==> src/rtl/core/ahoc_pkg.sv <==
// ----------------------------------------------------------------------------
// ahoc_pkg: shared types and constants of the Aho-Corasick matcher
// Transaction payload structs, operation codes, sequencer states, defaults.
// ----------------------------------------------------------------------------
`default_nettype none

package ahoc_pkg;

    // Default sizing
    localparam int MAX_NODES_DEF     = 4096;
    localparam int ALPHABET_SIZE_DEF = 26;

    // Counts saturate at the top of the 12-bit field
    localparam int          COUNT_W   = 12;
    localparam logic [11:0] COUNT_MAX = 12'hFFF;

    // Operation codes
    localparam logic [1:0] OP_CLEAR  = 2'd0;
    localparam logic [1:0] OP_INSERT = 2'd1;
    localparam logic [1:0] OP_BUILD  = 2'd2;
    localparam logic [1:0] OP_SCAN   = 2'd3;

    typedef struct packed {
        logic [1:0] op;
        logic [4:0] letter;
        logic       last;
    } item_t;

    typedef struct packed {
        logic [11:0] match_count;
        logic        overflow;
    } result_t;

    typedef enum logic [4:0] {
        S_CLR,
        S_IDLE,
        S_INS_RD,
        S_INS_CHK,
        S_INS_ZERO,
        S_INS_END,
        S_INS_CNT,
        S_B0_RD,
        S_B0_CHK,
        S_B_POP,
        S_B_POPD,
        S_B_KID_RD,
        S_B_KID,
        S_B_FU,
        S_B_SET,
        S_F_RD,
        S_F_CHK,
        S_F_FL,
        S_S_START,
        S_S_WALK,
        S_S_WCHK,
        S_EMIT
    } state_t;

endpackage

`default_nettype wire

==> src/rtl/core/ahoc_ctrl.sv <==
// ----------------------------------------------------------------------------
// ahoc_ctrl: matcher sequencer
// Drives trie, link, count, consumed and queue memories, one memory step per
// state; trie rows are addressed through one shared node-times-alphabet unit.
// ----------------------------------------------------------------------------
`default_nettype none

module ahoc_ctrl #(
    parameter int MAX_NODES     = ahoc_pkg::MAX_NODES_DEF,
    parameter int ALPHABET_SIZE = ahoc_pkg::ALPHABET_SIZE_DEF,
    localparam int NW = $clog2(MAX_NODES),
    localparam int CW = $clog2(MAX_NODES * ALPHABET_SIZE)
) (
    input  wire logic             clk,
    input  wire logic             rst_n,
    input  wire logic             item_valid,
    output logic                  item_ready,
    input  wire ahoc_pkg::item_t  item,
    output logic                  result_valid,
    input  wire logic             result_ready,
    output ahoc_pkg::result_t     result,
    // trie memory
    output logic                  child_we,
    output logic                  child_re,
    output logic [CW-1:0]         child_addr,
    output logic [NW-1:0]         child_wdata,
    input  wire logic [NW-1:0]    child_rdata,
    // failure links
    output logic                  fail_we,
    output logic [NW-1:0]         fail_waddr,
    output logic [NW-1:0]         fail_wdata,
    output logic                  fail_re,
    output logic [NW-1:0]         fail_raddr,
    input  wire logic [NW-1:0]    fail_rdata,
    // pattern counts
    output logic                  cnt_we,
    output logic [NW-1:0]         cnt_waddr,
    output logic [11:0]           cnt_wdata,
    output logic                  cnt_re,
    output logic [NW-1:0]         cnt_raddr,
    input  wire logic [11:0]      cnt_rdata,
    // consumed marks
    output logic                  cons_we,
    output logic [NW-1:0]         cons_waddr,
    output logic                  cons_wdata,
    output logic                  cons_re,
    output logic [NW-1:0]         cons_raddr,
    input  wire logic             cons_rdata,
    // breadth-first queue
    output logic                  queue_we,
    output logic [NW-1:0]         queue_waddr,
    output logic [NW-1:0]         queue_wdata,
    output logic                  queue_re,
    output logic [NW-1:0]         queue_raddr,
    input  wire logic [NW-1:0]    queue_rdata
);

    localparam int LW = $clog2(ALPHABET_SIZE);
    localparam logic [NW:0]   MAX_N    = (NW+1)'(MAX_NODES);
    localparam logic [LW-1:0] LAST_LTR = LW'(ALPHABET_SIZE - 1);

    ahoc_pkg::state_t state_reg, state_next;

    logic [LW-1:0]   i_reg, i_next;
    logic [LW-1:0]   c_reg, c_next;
    logic [NW:0]     free_reg, free_next;
    logic [NW-1:0]   ins_cur_reg, ins_cur_next;
    logic [NW-1:0]   scan_cur_reg, scan_cur_next;
    logic [11:0]     total_reg, total_next;
    logic            ovf_reg, ovf_next;
    logic            drop_reg, drop_next;
    logic [NW:0]     head_reg, head_next;
    logic [NW:0]     tail_reg, tail_next;
    logic [NW:0]     guard_reg, guard_next;
    logic            last_reg, last_next;
    logic            ret_build_reg, ret_build_next;
    logic            out_valid_reg, out_valid_next;
    logic [NW-1:0]   u_reg, u_next;
    logic [NW-1:0]   v_reg, v_next;
    logic [NW-1:0]   t_reg, t_next;
    logic [NW-1:0]   j_reg, j_next;
    ahoc_pkg::result_t out_reg, out_next;

    logic [NW-1:0]   cm_node;
    logic [LW-1:0]   cm_letter;
    logic            letter_ok;
    logic [12:0]     sum;

    // Shared address unit: node * alphabet + letter
    assign child_addr = CW'(cm_node) * CW'(ALPHABET_SIZE) + CW'(cm_letter);

    assign letter_ok = (32'(item.letter) < 32'(ALPHABET_SIZE));
    assign sum       = {1'b0, total_reg} + {1'b0, cnt_rdata};

    assign result_valid = out_valid_reg;
    assign result       = out_reg;

    // Hold control state
    always_ff @(posedge clk or negedge rst_n)
    begin
        if (!rst_n)
        begin
            state_reg     <= ahoc_pkg::S_CLR;
            i_reg         <= '0;
            free_reg      <= (NW+1)'(1);
            ins_cur_reg   <= '0;
            scan_cur_reg  <= '0;
            total_reg     <= '0;
            ovf_reg       <= 1'b0;
            drop_reg      <= 1'b0;
            head_reg      <= '0;
            tail_reg      <= '0;
            guard_reg     <= '0;
            last_reg      <= 1'b0;
            ret_build_reg <= 1'b0;
            out_valid_reg <= 1'b0;
        end
        else
        begin
            state_reg     <= state_next;
            i_reg         <= i_next;
            free_reg      <= free_next;
            ins_cur_reg   <= ins_cur_next;
            scan_cur_reg  <= scan_cur_next;
            total_reg     <= total_next;
            ovf_reg       <= ovf_next;
            drop_reg      <= drop_next;
            head_reg      <= head_next;
            tail_reg      <= tail_next;
            guard_reg     <= guard_next;
            last_reg      <= last_next;
            ret_build_reg <= ret_build_next;
            out_valid_reg <= out_valid_next;
        end
    end

    // Hold node pointers and result payload
    always_ff @(posedge clk)
    begin
        c_reg   <= c_next;
        u_reg   <= u_next;
        v_reg   <= v_next;
        t_reg   <= t_next;
        j_reg   <= j_next;
        out_reg <= out_next;
    end

    // Sequence one transaction through the memories
    always_comb
    begin
        state_next     = state_reg;
        i_next         = i_reg;
        c_next         = c_reg;
        free_next      = free_reg;
        ins_cur_next   = ins_cur_reg;
        scan_cur_next  = scan_cur_reg;
        total_next     = total_reg;
        ovf_next       = ovf_reg;
        drop_next      = drop_reg;
        head_next      = head_reg;
        tail_next      = tail_reg;
        guard_next     = guard_reg;
        last_next      = last_reg;
        ret_build_next = ret_build_reg;
        out_valid_next = out_valid_reg && !result_ready;
        out_next       = out_reg;
        u_next         = u_reg;
        v_next         = v_reg;
        t_next         = t_reg;
        j_next         = j_reg;

        item_ready  = 1'b0;
        cm_node     = '0;
        cm_letter   = i_reg;
        child_we    = 1'b0;
        child_re    = 1'b0;
        child_wdata = '0;
        fail_we     = 1'b0;
        fail_waddr  = '0;
        fail_wdata  = '0;
        fail_re     = 1'b0;
        fail_raddr  = '0;
        cnt_we      = 1'b0;
        cnt_waddr   = '0;
        cnt_wdata   = '0;
        cnt_re      = 1'b0;
        cnt_raddr   = '0;
        cons_we     = 1'b0;
        cons_waddr  = '0;
        cons_wdata  = 1'b0;
        cons_re     = 1'b0;
        cons_raddr  = '0;
        queue_we    = 1'b0;
        queue_waddr = '0;
        queue_wdata = '0;
        queue_re    = 1'b0;
        queue_raddr = '0;

        unique case (state_reg)
            // Zero the root's children, one letter a cycle
            ahoc_pkg::S_CLR:
            begin
                child_we = 1'b1;
                i_next   = i_reg + 1'b1;
                if (i_reg == LAST_LTR)
                begin
                    i_next     = '0;
                    state_next = ahoc_pkg::S_IDLE;
                end
            end

            ahoc_pkg::S_IDLE:
            begin
                item_ready = 1'b1;
                if (item_valid)
                begin
                    last_next = item.last;
                    c_next    = LW'(item.letter);
                    unique case (item.op)
                        ahoc_pkg::OP_CLEAR:
                        begin
                            free_next     = (NW+1)'(1);
                            ins_cur_next  = '0;
                            scan_cur_next = '0;
                            total_next    = '0;
                            ovf_next      = 1'b0;
                            drop_next     = 1'b0;
                            i_next        = '0;
                            state_next    = ahoc_pkg::S_CLR;
                        end
                        ahoc_pkg::OP_INSERT:
                        begin
                            if (!drop_reg && letter_ok)
                            begin
                                state_next = ahoc_pkg::S_INS_RD;
                            end
                            else
                            begin
                                state_next = ahoc_pkg::S_INS_END;
                            end
                        end
                        ahoc_pkg::OP_BUILD:
                        begin
                            i_next     = '0;
                            head_next  = '0;
                            tail_next  = '0;
                            state_next = ahoc_pkg::S_B0_RD;
                        end
                        ahoc_pkg::OP_SCAN:
                        begin
                            if (letter_ok)
                            begin
                                v_next         = scan_cur_reg;
                                guard_next     = '0;
                                ret_build_next = 1'b0;
                                state_next     = ahoc_pkg::S_F_RD;
                            end
                            else
                            begin
                                j_next     = '0;
                                state_next = ahoc_pkg::S_S_START;
                            end
                        end
                        default:
                        begin
                            state_next = ahoc_pkg::S_IDLE;
                        end
                    endcase
                end
            end

            // Look up the child of the insert cursor
            ahoc_pkg::S_INS_RD:
            begin
                child_re   = 1'b1;
                cm_node    = ins_cur_reg;
                cm_letter  = c_reg;
                state_next = ahoc_pkg::S_INS_CHK;
            end

            // Advance, allocate a fresh node, or drop on a full trie
            ahoc_pkg::S_INS_CHK:
            begin
                cm_node   = ins_cur_reg;
                cm_letter = c_reg;
                if (child_rdata != '0)
                begin
                    ins_cur_next = child_rdata;
                    state_next   = ahoc_pkg::S_INS_END;
                end
                else if (free_reg < MAX_N)
                begin
                    child_we     = 1'b1;
                    child_wdata  = free_reg[NW-1:0];
                    fail_we      = 1'b1;
                    fail_waddr   = free_reg[NW-1:0];
                    cnt_we       = 1'b1;
                    cnt_waddr    = free_reg[NW-1:0];
                    cons_we      = 1'b1;
                    cons_waddr   = free_reg[NW-1:0];
                    ins_cur_next = free_reg[NW-1:0];
                    free_next    = free_reg + 1'b1;
                    i_next       = '0;
                    state_next   = ahoc_pkg::S_INS_ZERO;
                end
                else
                begin
                    ovf_next   = 1'b1;
                    drop_next  = 1'b1;
                    state_next = ahoc_pkg::S_INS_END;
                end
            end

            // Zero the new node's children
            ahoc_pkg::S_INS_ZERO:
            begin
                child_we = 1'b1;
                cm_node  = ins_cur_reg;
                i_next   = i_reg + 1'b1;
                if (i_reg == LAST_LTR)
                begin
                    i_next     = '0;
                    state_next = ahoc_pkg::S_INS_END;
                end
            end

            ahoc_pkg::S_INS_END:
            begin
                state_next = ahoc_pkg::S_IDLE;
                if (last_reg)
                begin
                    if (!drop_reg)
                    begin
                        cnt_re     = 1'b1;
                        cnt_raddr  = ins_cur_reg;
                        state_next = ahoc_pkg::S_INS_CNT;
                    end
                    else
                    begin
                        ins_cur_next = '0;
                        drop_next    = 1'b0;
                    end
                end
            end

            // Bump the pattern count, saturating
            ahoc_pkg::S_INS_CNT:
            begin
                cnt_we       = 1'b1;
                cnt_waddr    = ins_cur_reg;
                cnt_wdata    = (cnt_rdata == ahoc_pkg::COUNT_MAX) ? cnt_rdata
                                                                  : cnt_rdata + 1'b1;
                ins_cur_next = '0;
                drop_next    = 1'b0;
                state_next   = ahoc_pkg::S_IDLE;
            end

            // Seed the queue with the root's children
            ahoc_pkg::S_B0_RD:
            begin
                child_re   = 1'b1;
                state_next = ahoc_pkg::S_B0_CHK;
            end

            ahoc_pkg::S_B0_CHK:
            begin
                if (child_rdata != '0 && tail_reg < MAX_N)
                begin
                    fail_we     = 1'b1;
                    fail_waddr  = child_rdata;
                    queue_we    = 1'b1;
                    queue_waddr = tail_reg[NW-1:0];
                    queue_wdata = child_rdata;
                    tail_next   = tail_reg + 1'b1;
                end
                if (i_reg == LAST_LTR)
                begin
                    i_next     = '0;
                    state_next = ahoc_pkg::S_B_POP;
                end
                else
                begin
                    i_next     = i_reg + 1'b1;
                    state_next = ahoc_pkg::S_B0_RD;
                end
            end

            // Pop the next node, or finish the build
            ahoc_pkg::S_B_POP:
            begin
                if (head_reg < tail_reg)
                begin
                    queue_re    = 1'b1;
                    queue_raddr = head_reg[NW-1:0];
                    head_next   = head_reg + 1'b1;
                    state_next  = ahoc_pkg::S_B_POPD;
                end
                else
                begin
                    state_next = ahoc_pkg::S_IDLE;
                end
            end

            ahoc_pkg::S_B_POPD:
            begin
                u_next     = queue_rdata;
                i_next     = '0;
                state_next = ahoc_pkg::S_B_KID_RD;
            end

            ahoc_pkg::S_B_KID_RD:
            begin
                child_re   = 1'b1;
                cm_node    = u_reg;
                state_next = ahoc_pkg::S_B_KID;
            end

            // Existing child: fetch the parent's link; else next letter, or pop after the last
            ahoc_pkg::S_B_KID:
            begin
                if (child_rdata != '0)
                begin
                    t_next     = child_rdata;
                    fail_re    = 1'b1;
                    fail_raddr = u_reg;
                    state_next = ahoc_pkg::S_B_FU;
                end
                else if (i_reg == LAST_LTR)
                begin
                    i_next     = '0;
                    state_next = ahoc_pkg::S_B_POP;
                end
                else
                begin
                    i_next     = i_reg + 1'b1;
                    state_next = ahoc_pkg::S_B_KID_RD;
                end
            end

            ahoc_pkg::S_B_FU:
            begin
                v_next         = fail_rdata;
                c_next         = i_reg;
                guard_next     = '0;
                ret_build_next = 1'b1;
                state_next     = ahoc_pkg::S_F_RD;
            end

            // Store the child's link and queue it
            ahoc_pkg::S_B_SET:
            begin
                fail_we    = 1'b1;
                fail_waddr = t_reg;
                fail_wdata = j_reg;
                if (tail_reg < MAX_N)
                begin
                    queue_we    = 1'b1;
                    queue_waddr = tail_reg[NW-1:0];
                    queue_wdata = t_reg;
                    tail_next   = tail_reg + 1'b1;
                end
                if (i_reg == LAST_LTR)
                begin
                    i_next     = '0;
                    state_next = ahoc_pkg::S_B_POP;
                end
                else
                begin
                    i_next     = i_reg + 1'b1;
                    state_next = ahoc_pkg::S_B_KID_RD;
                end
            end

            // Follow failure links until the letter has a child, the root is reached or the guard runs out
            ahoc_pkg::S_F_RD:
            begin
                child_re   = 1'b1;
                cm_node    = v_reg;
                cm_letter  = c_reg;
                state_next = ahoc_pkg::S_F_CHK;
            end

            ahoc_pkg::S_F_CHK:
            begin
                if (v_reg == '0 || child_rdata != '0 || guard_reg == MAX_N)
                begin
                    j_next     = child_rdata;
                    state_next = ret_build_reg ? ahoc_pkg::S_B_SET
                                               : ahoc_pkg::S_S_START;
                end
                else
                begin
                    fail_re    = 1'b1;
                    fail_raddr = v_reg;
                    state_next = ahoc_pkg::S_F_FL;
                end
            end

            ahoc_pkg::S_F_FL:
            begin
                v_next     = fail_rdata;
                guard_next = guard_reg + 1'b1;
                state_next = ahoc_pkg::S_F_RD;
            end

            ahoc_pkg::S_S_START:
            begin
                scan_cur_next = j_reg;
                t_next        = j_reg;
                guard_next    = '0;
                state_next    = ahoc_pkg::S_S_WALK;
            end

            // Walk the failure chain over unconsumed nodes
            ahoc_pkg::S_S_WALK:
            begin
                if (t_reg != '0 && guard_reg < MAX_N)
                begin
                    cons_re    = 1'b1;
                    cons_raddr = t_reg;
                    cnt_re     = 1'b1;
                    cnt_raddr  = t_reg;
                    fail_re    = 1'b1;
                    fail_raddr = t_reg;
                    state_next = ahoc_pkg::S_S_WCHK;
                end
                else
                begin
                    state_next = last_reg ? ahoc_pkg::S_EMIT : ahoc_pkg::S_IDLE;
                end
            end

            ahoc_pkg::S_S_WCHK:
            begin
                if (cons_rdata)
                begin
                    state_next = last_reg ? ahoc_pkg::S_EMIT : ahoc_pkg::S_IDLE;
                end
                else
                begin
                    total_next = sum[12] ? ahoc_pkg::COUNT_MAX : sum[11:0];
                    cons_we    = 1'b1;
                    cons_waddr = t_reg;
                    cons_wdata = 1'b1;
                    t_next     = fail_rdata;
                    guard_next = guard_reg + 1'b1;
                    state_next = ahoc_pkg::S_S_WALK;
                end
            end

            // Load the output register once it is free
            ahoc_pkg::S_EMIT:
            begin
                if (!out_valid_reg || result_ready)
                begin
                    out_valid_next       = 1'b1;
                    out_next.match_count = total_reg;
                    out_next.overflow    = ovf_reg;
                    total_next           = '0;
                    scan_cur_next        = '0;
                    state_next           = ahoc_pkg::S_IDLE;
                end
            end

            default:
            begin
                state_next = ahoc_pkg::S_IDLE;
            end
        endcase
    end

endmodule

`default_nettype wire

==> config.mk <==
export PLATFORM = sky130hd
export DESIGN_NAME = ahoc_ctrl
export DESIGN_NICKNAME = d
export VERILOG_FILES = /design/src/rtl/core/ahoc_pkg.sv /design/src/rtl/core/ahoc_ctrl.sv
export SDC_FILE = /design/constraint.sdc
export NUM_CORES = 1
export LEC_CHECK = 0
export BUFFER_PORTS_ARGS = -buffer_cell sky130_fd_sc_hd__buf_2
export CAP_MARGIN = 20
export CORE_MARGIN = 3
export CORE_UTILIZATION = 56
export CTS_CLUSTER_DIAMETER = 200
export DETAILED_ROUTE_END_ITERATION = 8
export PLACE_DENSITY = 0.82
export SYNTH_ARGS = -nofsm -noshare
export SYNTH_HDL_FRONTEND = slang
export SYNTH_SLANG_ARGS = --single-unit
==> constraint.sdc <==
create_clock -name clk -period 6.8 [get_ports clk]
set_clock_uncertainty 0.05 [all_clocks]
set_input_delay 1.36 -clock clk [delete_from_list [all_inputs] [get_ports clk]]
set_output_delay 1.36 -clock clk [all_outputs]
set_load 0.01 [all_outputs]
==> results of run 1 <==
[worst min-delay path by stage]
| stage | end | slack (ns) | cells after the start |
|---|---|---|---|
| 3_3_place_gp | result[1]$_DFFE_PP_ | 0.42 | 0 |
| 4_1_cts | result[10]$_DFFE_PP_ | 0.44 | 0 |
| 6_report | result[10]$_DFFE_PP_ | 0.44 | 0 |
| 2_1_floorplan | result[0]$_DFFE_PP_ | 0.38 | 0 |
| 5_1_grt | result[10]$_DFFE_PP_ | 0.45 | 0 |
| 3_5_place_dp | result[10]$_DFFE_PP_ | 0.42 | 0 |
[critical path: cells and delay by family (launching register included)]
kind,cells,cell delay (ns)
AND/OR/NAND/NOR,4,0.97
AO/OA/AOI/OAI,5,1.27
adder cells (fa/ha/maj),3,1.17
XOR/XNOR,2,0.29
flip-flops,1,0.44
buffers and inverters,4,0.61
[metal layers]
metal	part of all wire [%]	track usage [%]	wire, um	up-vias
li1	-	-	-	5378
met1	39	45.4	15000	5567
met2	47	50.5	18100	694
met3	11	7.72	4360	120
met4	2.8	10.1	1070	4
met5	0.067	0	26	-
[cell usage after synthesis (all sizes together), types with 13 or more instances]
cell and instances:
nor4 19, ha 64, nor3 37, xnor2 34, or3 15, o31ai 13
inv 88, nand4 16, xor2 19, nor2b 13, edfxtp 66, nand3 40
nand2b 17, clkbuf 50, nor2 97, nand2 194, a22oi 27, a22o 24
and3 30, a21oi 68, o21ai 86, a21o 22, and2 42, mux2 22
dfrtp 102
[logic make-up (layout without fill, tap and decap cells)]
logic type	count (synthesis)	in the layout	share of synthesized area (%)
flip-flops	169	169	38.8
AO/OA/AOI/OAI	334	334	18.9
buffers and inverters	147	411	4.74
adder cells (fa/ha/maj)	75	75	8.68
multiplexers	24	24	2.28
AND/OR/NAND/NOR	546	547	22.6
XOR/XNOR	53	53	3.95
other	0	2	0
[per-stage QoR]
stage	util, %	total power, mW	setup TNS, ns	cells	cell area (um^2)
floorplan	-	1.99	0	1348	11800
detailed placement	65.2	2.37	-0.174	1833	13300
global placement	65.2	2.33	0	1833	13300
finish	69.1	3.36	0	1885	14100
global route	69.1	3.53	-0.0272	1884	14100
CTS	68.2	3.31	0	1865	13900
[repair_timing]
action	in CTS	in global routing
gates cloned	0	1
setup buffers	0	12
setup endpoints to repair	5	3
pin swaps	1	10
resized for setup	6	13
[power breakdown]
group | internal [mW] | switching (mW)
clock network | 0.514 | 0.423
registers | 1.17 | 0.215
logic | 0.401 | 0.638
total | 2.09 | 1.28
[area by class of cell]
| cell class | instances | area [um^2] |
|---|---|---|
| Timing Repair Buffer | 291 | 1570 |
| Sequential cell | 169 | 4560 |
| Multi-Input combinational cell | 1033 | 6750 |
| Antenna cell | 2 | 5.00 |
| Tap cell | 270 | 338 |
| Fill cell | 1633 | 6310 |
| Clock inverter | 14 | 123 |
| Clock buffer | 18 | 439 |
| Inverter | 88 | 330 |
==> flow_metrics.py, run 1 <==
metrics = {
    "clocking": {
        "cts_max_level": 4,
        "holdBufCountCts": 0,
        "cts_buffer_depth": 2,
        "clk_root_buffer_cell": "clkbuf_16",
        "cts.reportedPaths.clkPinSlew_ns": 0.06,
        "numCtsBuffers": 17,
        "cts_tree": "done",
        "clk_latency_ns": 0.44,
        "cts.sinks": 169,
    },
    "final_layout": {
        "fin_nets": 1736,
        "mostFrequentLayoutCells": "buf_2, nand2_1, dfrtp_1, nor2_1, inv_1",
        "final_common_cell": "buf_2",
        "layout-drive-gt1-share_pct": 23.2,
        "area_growth_pct": 20.1,
    },
    "timing": {
        "setup_violations": 0,
        "whs_ns": 0.436,
        "worst_pin_slew_ns": 1.04,
        "max_freq_ghz": 0.152,
        "max_slew_margin_pct": 30.0,
        "post-route-period-util_pct": 96.9,
        "slew_violations": 0,
        "hold_viol": 0,
        "period_needed_ns": 6.59,
        "timing.final.ws_setup_ns": 0.213,
    },
    "yosys": {
        "synth_ff_type": "dfrtp_1",
        "ys_seq_area_share_pct": 38.8,
        "syn_inst": 1348,
        "syn_area_um2": 11800,
        "yosysTopAreaCell": "dfrtp_1",
        "synth_top_area_share_pct": 21.7,
        "synth_cell_types": 73,
        "yosysWarnings": 0,
        "yosys-top-cells-area": "dfrtp_1, edfxtp_1, ha_1, nand2_1, nor2_1",
        "synth_nets": 1484,
        "async_flop_share_pct": 60.9,
        "synth_edf_count": 66,
        "synth_seq_cells": 169,
        "synth.avg_cell_area_um2": 8.72,
    },
    "worst_setup_path": {
        "r2r_cells": 9,
        "rr_startpoint": "state_reg[4]$_DFFE_PN0P_",
        "r2r-end": "guard_reg[6]$_DFFE_PN0P_",
        "worst-setup-path-type": "flip-flop to primary output",
        "cp-startpoint": "state_reg[1]$_DFFE_PN0P_",
        "cp.required_ns": 5.39,
        "cp-start-kind": "flip-flop",
        "cp-end-kind": "primary output",
        "reg2reg_slack_ns": 3.36,
        "worst-endpoint-arrival_ns": 5.18,
        "crit_path_end": "child_addr[15]",
        "critPathMaxStageDelay_ns": 0.53,
        "cp_max_fo": 5,
        "crit_chain": "nor2b_1 > a21oi_2 > buf_4 > nor3_2 > buf_4 > a222oi_1 > inv_1 > ha_1 > fa_1 > ha_1 > o21a_1 > o21a_1 > o22ai_4 > xnor2_2 > or4b_4 > nor3_2 > xnor2_1 > buf_2",
        "crit_slowest_cell": "or4b_4",
    },
    "global_route": {
        "gr-total-overflow": 0,
        "grtUsageTotal_pct": 32.5,
        "grt_max_degree": 55,
        "grt_pass1_wl_um": 58000,
        "grt_pass1_vias": 10678,
        "grt_antenna_before_repair": 3,
    },
    "hold_path": {
        "hold_class": "flip-flop to flip-flop",
        "min-delay-start": "total_reg[9]$_DFFE_PN0P_",
    },
    "drt": {
        "dr.pass1.iters": 8,
        "vias_per_cell": 6.24,
        "postRouteAntennaNets": 0,
        "vias": 11763,
        "drc": 0,
        "postRouteWirelength_um": 38600,
        "drt_iter0_markers": 1298,
        "post_drt_wl_per_cell_um": 20.5,
    },
    "floorplan": {
        "fp.dieH_um": 151,
        "die_w_um": 151,
        "initial_core_util_pct": 57.5,
        "die_area_um2": 22800,
        "boundaryPins": 248,
        "rows": 52,
        "core_um2": 20400,
    },
    "power": {
        "p_leak_nw": 7.20,
        "power_density_nw_per_um2": 238,
        "ir_drop_v": 0.000204,
    },
    "run": {
        "cap_violations": 0,
    },
    "placed_design": {
        "hpwl_um": 28300,
        "place_ws_ns": -0.108,
        "numPortBuffers": 247,
        "gp_congestion": 1.00,
    },
    "status": {
        "status": "finished clean",
    },
}
No activity file was read; power rests on OpenSTA's default activity.
==> run 2, diff against run 1 <==
--- a/config.mk
+++ b/config.mk
@@ -10,6 +10,5 @@
 export CORE_MARGIN = 3
-export CORE_UTILIZATION = 56
+export CORE_UTILIZATION = 30
 export CTS_CLUSTER_DIAMETER = 200
 export DETAILED_ROUTE_END_ITERATION = 8
-export PLACE_DENSITY = 0.82
 export SYNTH_ARGS = -nofsm -noshare
--- a/constraint.sdc
+++ b/constraint.sdc
@@ -4,2 +4,2 @@
 set_output_delay 1.36 -clock clk [all_outputs]
-set_load 0.01 [all_outputs]
+set_load 0.005 [all_outputs]
==> run 2 against run 1 <==
  * Global-route usage fell by 13 points
  * Clock power is 4.5% higher
  * Routed wire length up 11%
  * Non-clock buffer count up 4
  * Sequential share of layout area is 0.72 points lower
  * Cell area up 2.2%
  * Die area increased by 83%
  * First-iteration DRC count fell by 8.2%
  * Combinational power about the same
  * Critical path depth increased by 2
  * Register-to-register slack got worse by 0.08 ns
  * Critical endpoint is now child_addr[16]
==> flow_metrics.py, run 2 (synthesis gave the netlist of run 1 again) <==
metrics = {
    "status": {
        "status": "finished clean",
    },
    "final_layout": {
        "mostFrequentLayoutCells": "buf_2, nand2_1, dfrtp_1, nor2_1, inv_1",
        "fin_area_um2": 14400,
        "layout-drive-gt1-share_pct": 23.0,
        "area_growth_pct": 22.7,
        "fin_nets": 1739,
        "final_common_cell": "buf_2",
        "antenna_cells": 0,
        "fillers": 3885,
        "fin_cells": 2127,
        "utilization_pct": 37.9,
    },
    "timing": {
        "slew_violations": 0,
        "timing.final.ws_setup_ns": 0.254,
        "worst_pin_slew_ns": 1.06,
        "hold_viol": 0,
        "max_freq_ghz": 0.153,
        "post-route-period-util_pct": 96.3,
        "setup_violations": 0,
        "max_slew_margin_pct": 28.9,
        "period_needed_ns": 6.55,
    },
    "placed_design": {
        "place_ws_ns": 0.433,
        "gp_congestion": 0.945,
        "dpl.cell_count": 2080,
        "hpwl_um": 33000,
        "numPortBuffers": 247,
        "placed_area_um2": 13700,
    },
    "run": {
        "cap_violations": 0,
    },
    "worst_setup_path": {
        "reg2reg_slack_ns": 3.28,
        "cp-startpoint": "state_reg[1]$_DFFE_PN0P_",
        "cp-end-kind": "primary output",
        "worst-endpoint-arrival_ns": 5.14,
        "r2r-end": "state_reg[4]$_DFFE_PN0P_",
        "rr_startpoint": "state_reg[2]$_DFFE_PN0P_",
        "cp-start-kind": "flip-flop",
        "worst-setup-path-type": "flip-flop to primary output",
        "r2r_cells": 9,
        "cp_max_fo": 8,
        "crit_path_end": "child_addr[16]",
        "cp.required_ns": 5.39,
    },
    "floorplan": {
        "die_w_um": 204,
        "fp.dieH_um": 204,
        "core_um2": 38100,
        "die_area_um2": 41600,
        "rows": 71,
        "boundaryPins": 248,
        "initial_core_util_pct": 30.8,
    },
    "drt": {
        "vias": 11466,
        "drc": 0,
        "postRouteWirelength_um": 42700,
        "post_drt_wl_per_cell_um": 20.1,
        "drt_iter0_markers": 1192,
        "postRouteAntennaNets": 0,
        "dr.pass1.iters": 7,
        "vias_per_cell": 5.39,
    },
    "clocking": {
        "clk_root_buffer_cell": "clkbuf_16",
        "cts_tree": "done",
        "cts.reportedPaths.clkPinSlew_ns": 0.06,
        "clk_latency_ns": 0.43,
        "cts_buffer_depth": 2,
        "numCtsBuffers": 17,
        "cts_max_level": 4,
        "cts.sinks": 169,
    },
    "global_route": {
        "grtUsageTotal_pct": 19.8,
        "grt_antenna_before_repair": 2,
        "grt_pass1_wl_um": 64600,
        "gr-total-overflow": 0,
        "grt_max_degree": 57,
        "grt_pass1_vias": 10747,
    },
    "power": {
        "p_total_mw": 3.40,
        "power_density_nw_per_um2": 236,
        "p_leak_nw": 7.25,
        "ir_drop_v": 0.000179,
    },
    "hold_path": {
        "hold_class": "flip-flop to flip-flop",
    },
}
-- run 2: cell types whose count changed in the layout (fill, tap and decap cells not counted), sizes merged --
cell,delta
clkinvlp,-2
clkbuf,+1
nor3,-1
inv,+1
diode,-2
buf,+4
clkinv,-1
bufinv,+1
-- run 2: worst max-delay path: stages (launching register included) --
cell and delay (ns):
dfrtp_1 0.42, nor2b_4 0.15, a21oi_2 0.13, nor3_2 0.05
buf_4 0.16, a222oi_1 0.37, inv_1 0.12, ha_1 0.30
inv_1 0.05, fa_1 0.53, inv_1 0.06, ha_1 0.27
a211o_1 0.30, a2111o_1 0.49, buf_4 0.16, o21ai_2 0.06
xor2_2 0.12, or4b_4 0.54, nor4_4 0.16, xnor2_1 0.14
buf_2 0.13
-- run 2: what timing repair did --
item                       4_1_cts  5_1_grt
hold buffers                     0        0
gates resized for setup          1       13
pin swaps                        2       13
buffers inserted                 1       11
setup endpoints to repair        2        3
-- run 2: worst min-delay path by stage --
stage                                startpoint                           to  slack, ns  cells past startpoint
floorplan                   ovf_reg$_DFFE_PN0P_          result[0]$_DFFE_PP_       0.38                      0
global placement       total_reg[0]$_DFFE_PN0P_          result[1]$_DFFE_PP_       0.42                      0
detailed placement  scan_cur_reg[1]$_DFFE_PN0P_  scan_cur_reg[1]$_DFFE_PN0P_       0.43                      1
CTS                   total_reg[10]$_DFFE_PN0P_         result[11]$_DFFE_PP_       0.44                      0
global route          total_reg[10]$_DFFE_PN0P_         result[11]$_DFFE_PP_       0.45                      0
finish                total_reg[10]$_DFFE_PN0P_         result[11]$_DFFE_PP_       0.44                      0
-- run 2: power by group --
part           leakage (nW)  switching [mW]  internal [mW]
clock                 0.276           0.433          0.546
sequential             2.00           0.210           1.17
combinational          4.97           0.632          0.410
-- run 2: layout make-up --
| cell class | instances | area, um^2 | area share (%) |
|---|---|---|---|
| well taps | 511 | 639 | 4.43 |
| repair buffers | 295 | 1610 | 11.1 |
| multi-input cells | 1032 | 6720 | 46.5 |
| flip-flops and latches | 169 | 4560 | 31.6 |
| clock buffers | 19 | 433 | 3.00 |
| clock inverters | 13 | 144 | 0.997 |
| inverters | 88 | 330 | 2.29 |
-- run 2: routing by layer --
metal  wire [um]  global-route usage (%)  vias up
li1            -                       -     5378
met1       19000                    28.2     5597
met5          34                       0        -
met3        2770                    2.87       53
met4         752                    5.11        4
met2       20200                    31.7      434
-- run 2: through the flow --
step,setup TNS (ns),hold slack (ns)
final,0,0.437
after global routing,-0.0589,0.454
after CTS,0,0.441
after detailed placement,0,0.430
after global placement,0,0.425
after floorplan,0,0.375
==> run 3, diff against run 2 <==
- ABC_AREA: not set -> 1
- CORE_UTILIZATION: 30 -> 45
- PLACE_DENSITY: not set -> 0.67
==> run 3 against run 2 <==
  * Worst setup slack improved by 0.16 ns
  * Routed wire length rose by 7.0%
  * Sequential share of layout area fell by 1.3 points
  * Highest routed layer unchanged
  * Cell area rose by 4.3%
  * Sequential power rose by 7%
  * Total power rose by 27%
==> flow_metrics.py, run 3 <==
metrics = {
    "status": {
        "status": "finished clean",
    },
    "worst_setup_path": {
        "cp.required_ns": 5.39,
        "worst-endpoint-arrival_ns": 4.97,
        "cp-end-kind": "primary output",
        "reg2reg_slack_ns": 3.52,
        "cp-start-kind": "flip-flop",
        "worst-setup-path-type": "flip-flop to primary output",
        "cp_max_fo": 17,
    },
    "power": {
        "power_density_nw_per_um2": 287,
        "p_leak_nw": 7.87,
        "ir_drop_v": 0.000205,
    },
    "global_route": {
        "grt_busiest_layer": "met2",
        "grtUsageTotal_pct": 29.4,
        "met1_usage_pct": 40.4,
        "grt_antenna_before_repair": 1,
        "gr-total-overflow": 0,
        "use_met2_pct": 44.5,
        "grt_pass1_wl_um": 70400,
        "grt_max_degree": 58,
        "grt_pass1_vias": 12575,
        "grt.met3_usage_pct": 7.26,
    },
    "final_layout": {
        "final_common_cell": "nand2_1",
        "fin_cells": 2416,
        "mostFrequentLayoutCells": "nand2_1, inv_1, buf_2, nor2_1, o21ai_0",
        "fillers": 2804,
        "fin_nets": 2161,
        "layout-drive-gt1-share_pct": 17.0,
        "utilization_pct": 53.9,
        "antenna_cells": 0,
        "area_growth_pct": 17.4,
    },
    "clocking": {
        "cts_max_level": 4,
        "clk_root_buffer_cell": "clkbuf_16",
        "cts.reportedPaths.clkPinSlew_ns": 0.08,
        "cts_buffer_depth": 2,
        "cts_tree": "done",
        "clk_latency_ns": 0.45,
        "numCtsBuffers": 17,
        "cts.sinks": 169,
        "holdBufCountCts": 0,
    },
    "drt": {
        "vias": 13266,
        "postRouteAntennaNets": 0,
        "drc": 0,
        "dr.pass1.iters": 6,
        "post_drt_wl_per_cell_um": 18.9,
        "drt_iter0_markers": 1398,
        "postRouteWirelength_um": 45700,
        "vias_per_cell": 5.49,
    },
    "yosys": {
        "synth_cell_types": 50,
        "synth_top_area_share_pct": 19.9,
        "yosysTopAreaCell": "dfrtp_1",
        "ys_seq_area_share_pct": 35.6,
        "syn_area_um2": 12800,
        "synth_nets": 1927,
        "yosysWarnings": 0,
        "async_flop_share_pct": 60.9,
        "synth_seq_cells": 169,
        "synth.avg_cell_area_um2": 7.16,
        "synth_edf_count": 66,
        "yosys-top-cells-area": "dfrtp_1, edfxtp_1, nand2_1, inv_1, ha_1",
        "syn_inst": 1791,
        "synth_ff_type": "dfrtp_1",
        "yosys-top-cells-count": "nand2_1, inv_1, nor2_1",
        "synth_most_common_cell": "nand2_1",
    },
    "timing": {
        "finalSetupTns_ns": 0,
        "max_freq_ghz": 0.157,
        "setup_violations": 0,
        "hold_viol": 0,
        "rsz0062_at_grt": "no",
        "period_needed_ns": 6.38,
        "worst_pin_slew_ns": 0.881,
        "post-route-period-util_pct": 93.9,
        "slew_violations": 0,
        "max_slew_margin_pct": 41.1,
    },
    "floorplan": {
        "initial_core_util_pct": 45.9,
        "die_w_um": 175,
        "rows": 61,
        "core_um2": 27900,
        "die_area_um2": 30600,
        "boundaryPins": 248,
        "fp.dieH_um": 175,
    },
    "placed_design": {
        "dpl.cell_count": 2382,
        "numPortBuffers": 247,
        "gp_congestion": 0.996,
        "hpwl_um": 36500,
    },
    "run": {
        "cap_violations": 0,
    },
    "hold_path": {
        "hold_class": "flip-flop to flip-flop",
    },
}
==> run 3: changes by cell type after synthesis, moves of 29 or more <==
cell	before	now
and2_1	42	0
and3_1	30	1
inv_1	86	304
nand2_1	194	416
nand3_1	40	94
nand4_1	16	51
nor2_1	96	179
o21ai_0	51	143
==> run 3: cell type report <==
class	instances	area, um^2	area share [%]
Clock inverter	14	195	1.30
Sequential cell	169	4560	30.3
Clock buffer	18	450	2.99
Tap cell	378	473	3.14
Inverter	314	1180	7.86
Timing Repair Buffer	258	1320	8.77
Multi-Input combinational cell	1265	6860	45.6
==> run 3: worst paths after layout <==
kind	startpoint	end	cells after the start
setup / recovery	state_reg[3]$_DFFE_PN0P_	child_addr[13]	24
hold / removal	ovf_reg$_DFFE_PN0P_	result[0]$_DFFE_PP_	0
setup reg to reg	state_reg[1]$_DFFE_PN0P_	j_reg[11]$_SDFFCE_PN0P_	8
hold reg to reg	ovf_reg$_DFFE_PN0P_	result[0]$_DFFE_PP_	0
max in group asynchronous	rst_n	ins_cur_reg[0]$_DFFE_PN0P_	2
min in group asynchronous	rst_n	i_reg[1]$_DFFE_PN0P_	1
==> run 3: cell families (layout without fill, tap and decap cells) <==
| group | Yosys count | in the layout | share of synthesized area (%) |
|---|---|---|---|
| AND/OR/NAND/NOR | 818 | 818 | 27.3 |
| buffers and inverters | 357 | 604 | 11.0 |
| AO/OA/AOI/OAI | 330 | 330 | 15.3 |
| flip-flops | 169 | 169 | 35.6 |
| adder cells (fa/ha/maj) | 75 | 75 | 7.96 |
| XOR/XNOR | 42 | 42 | 2.87 |
==> run 3: timing repair <==
action,in CTS,in global routing
buffers inserted,0,0
resized for setup,0,5
setup endpoints to repair,0,4
==> run 3: where the power goes <==
| part | switching (mW) | leakage, nW | total, mW | internal (mW) |
|---|---|---|---|---|
| Sequential | 0.178 | 2.02 | 1.47 | 1.29 |
| Clock | 0.515 | 0.310 | 1.07 | 0.559 |
| Combinational | 1.28 | 5.54 | 1.77 | 0.493 |
| Total | 1.97 | 7.87 | 4.32 | 2.34 |
==> run 3: through the flow <==
| step | hold slack, ns | power [mW] | cell area, um^2 | worst slack [ns] |
|---|---|---|---|---|
| after global placement | 0.381 | 3.20 | 14400 | 0.946 |
| final | 0.404 | 4.32 | 15000 | 0.417 |
| after CTS | 0.404 | 4.29 | 15000 | 0.252 |
| after global routing | 0.407 | 4.58 | 15000 | 0.0239 |
| after detailed placement | 0.386 | 3.22 | 14400 | 0.741 |
| after floorplan | 0.375 | 2.65 | 12800 | 1.60 |
==> run 3: critical path: stages (launching register included) <==
cell	delay (ns)
dfrtp_1	0.47
nor2_2	0.27
nand4_2	0.16
clkinv_2	0.26
nor2_1	0.08
inv_1	0.30
nand2_1	0.09
o221ai_1	0.15
ha_1	0.31
ha_1	0.30
ha_1	0.26
inv_1	0.08
fa_1	0.39
inv_1	0.13
nand3_1	0.11
nand2_1	0.11
nand2_1	0.05
nand2_1	0.12
inv_1	0.05
nor2_1	0.16
nand3_1	0.12
nor2_1	0.20
nand2_1	0.10
xor2_1	0.14
buf_2	0.13
==> run 3: routing by layer <==
metal,part of all wire (%),wire (um)
met1,43,19800
met5,0.028,13
met3,9.4,4310
met4,3.6,1660
met2,44,20000
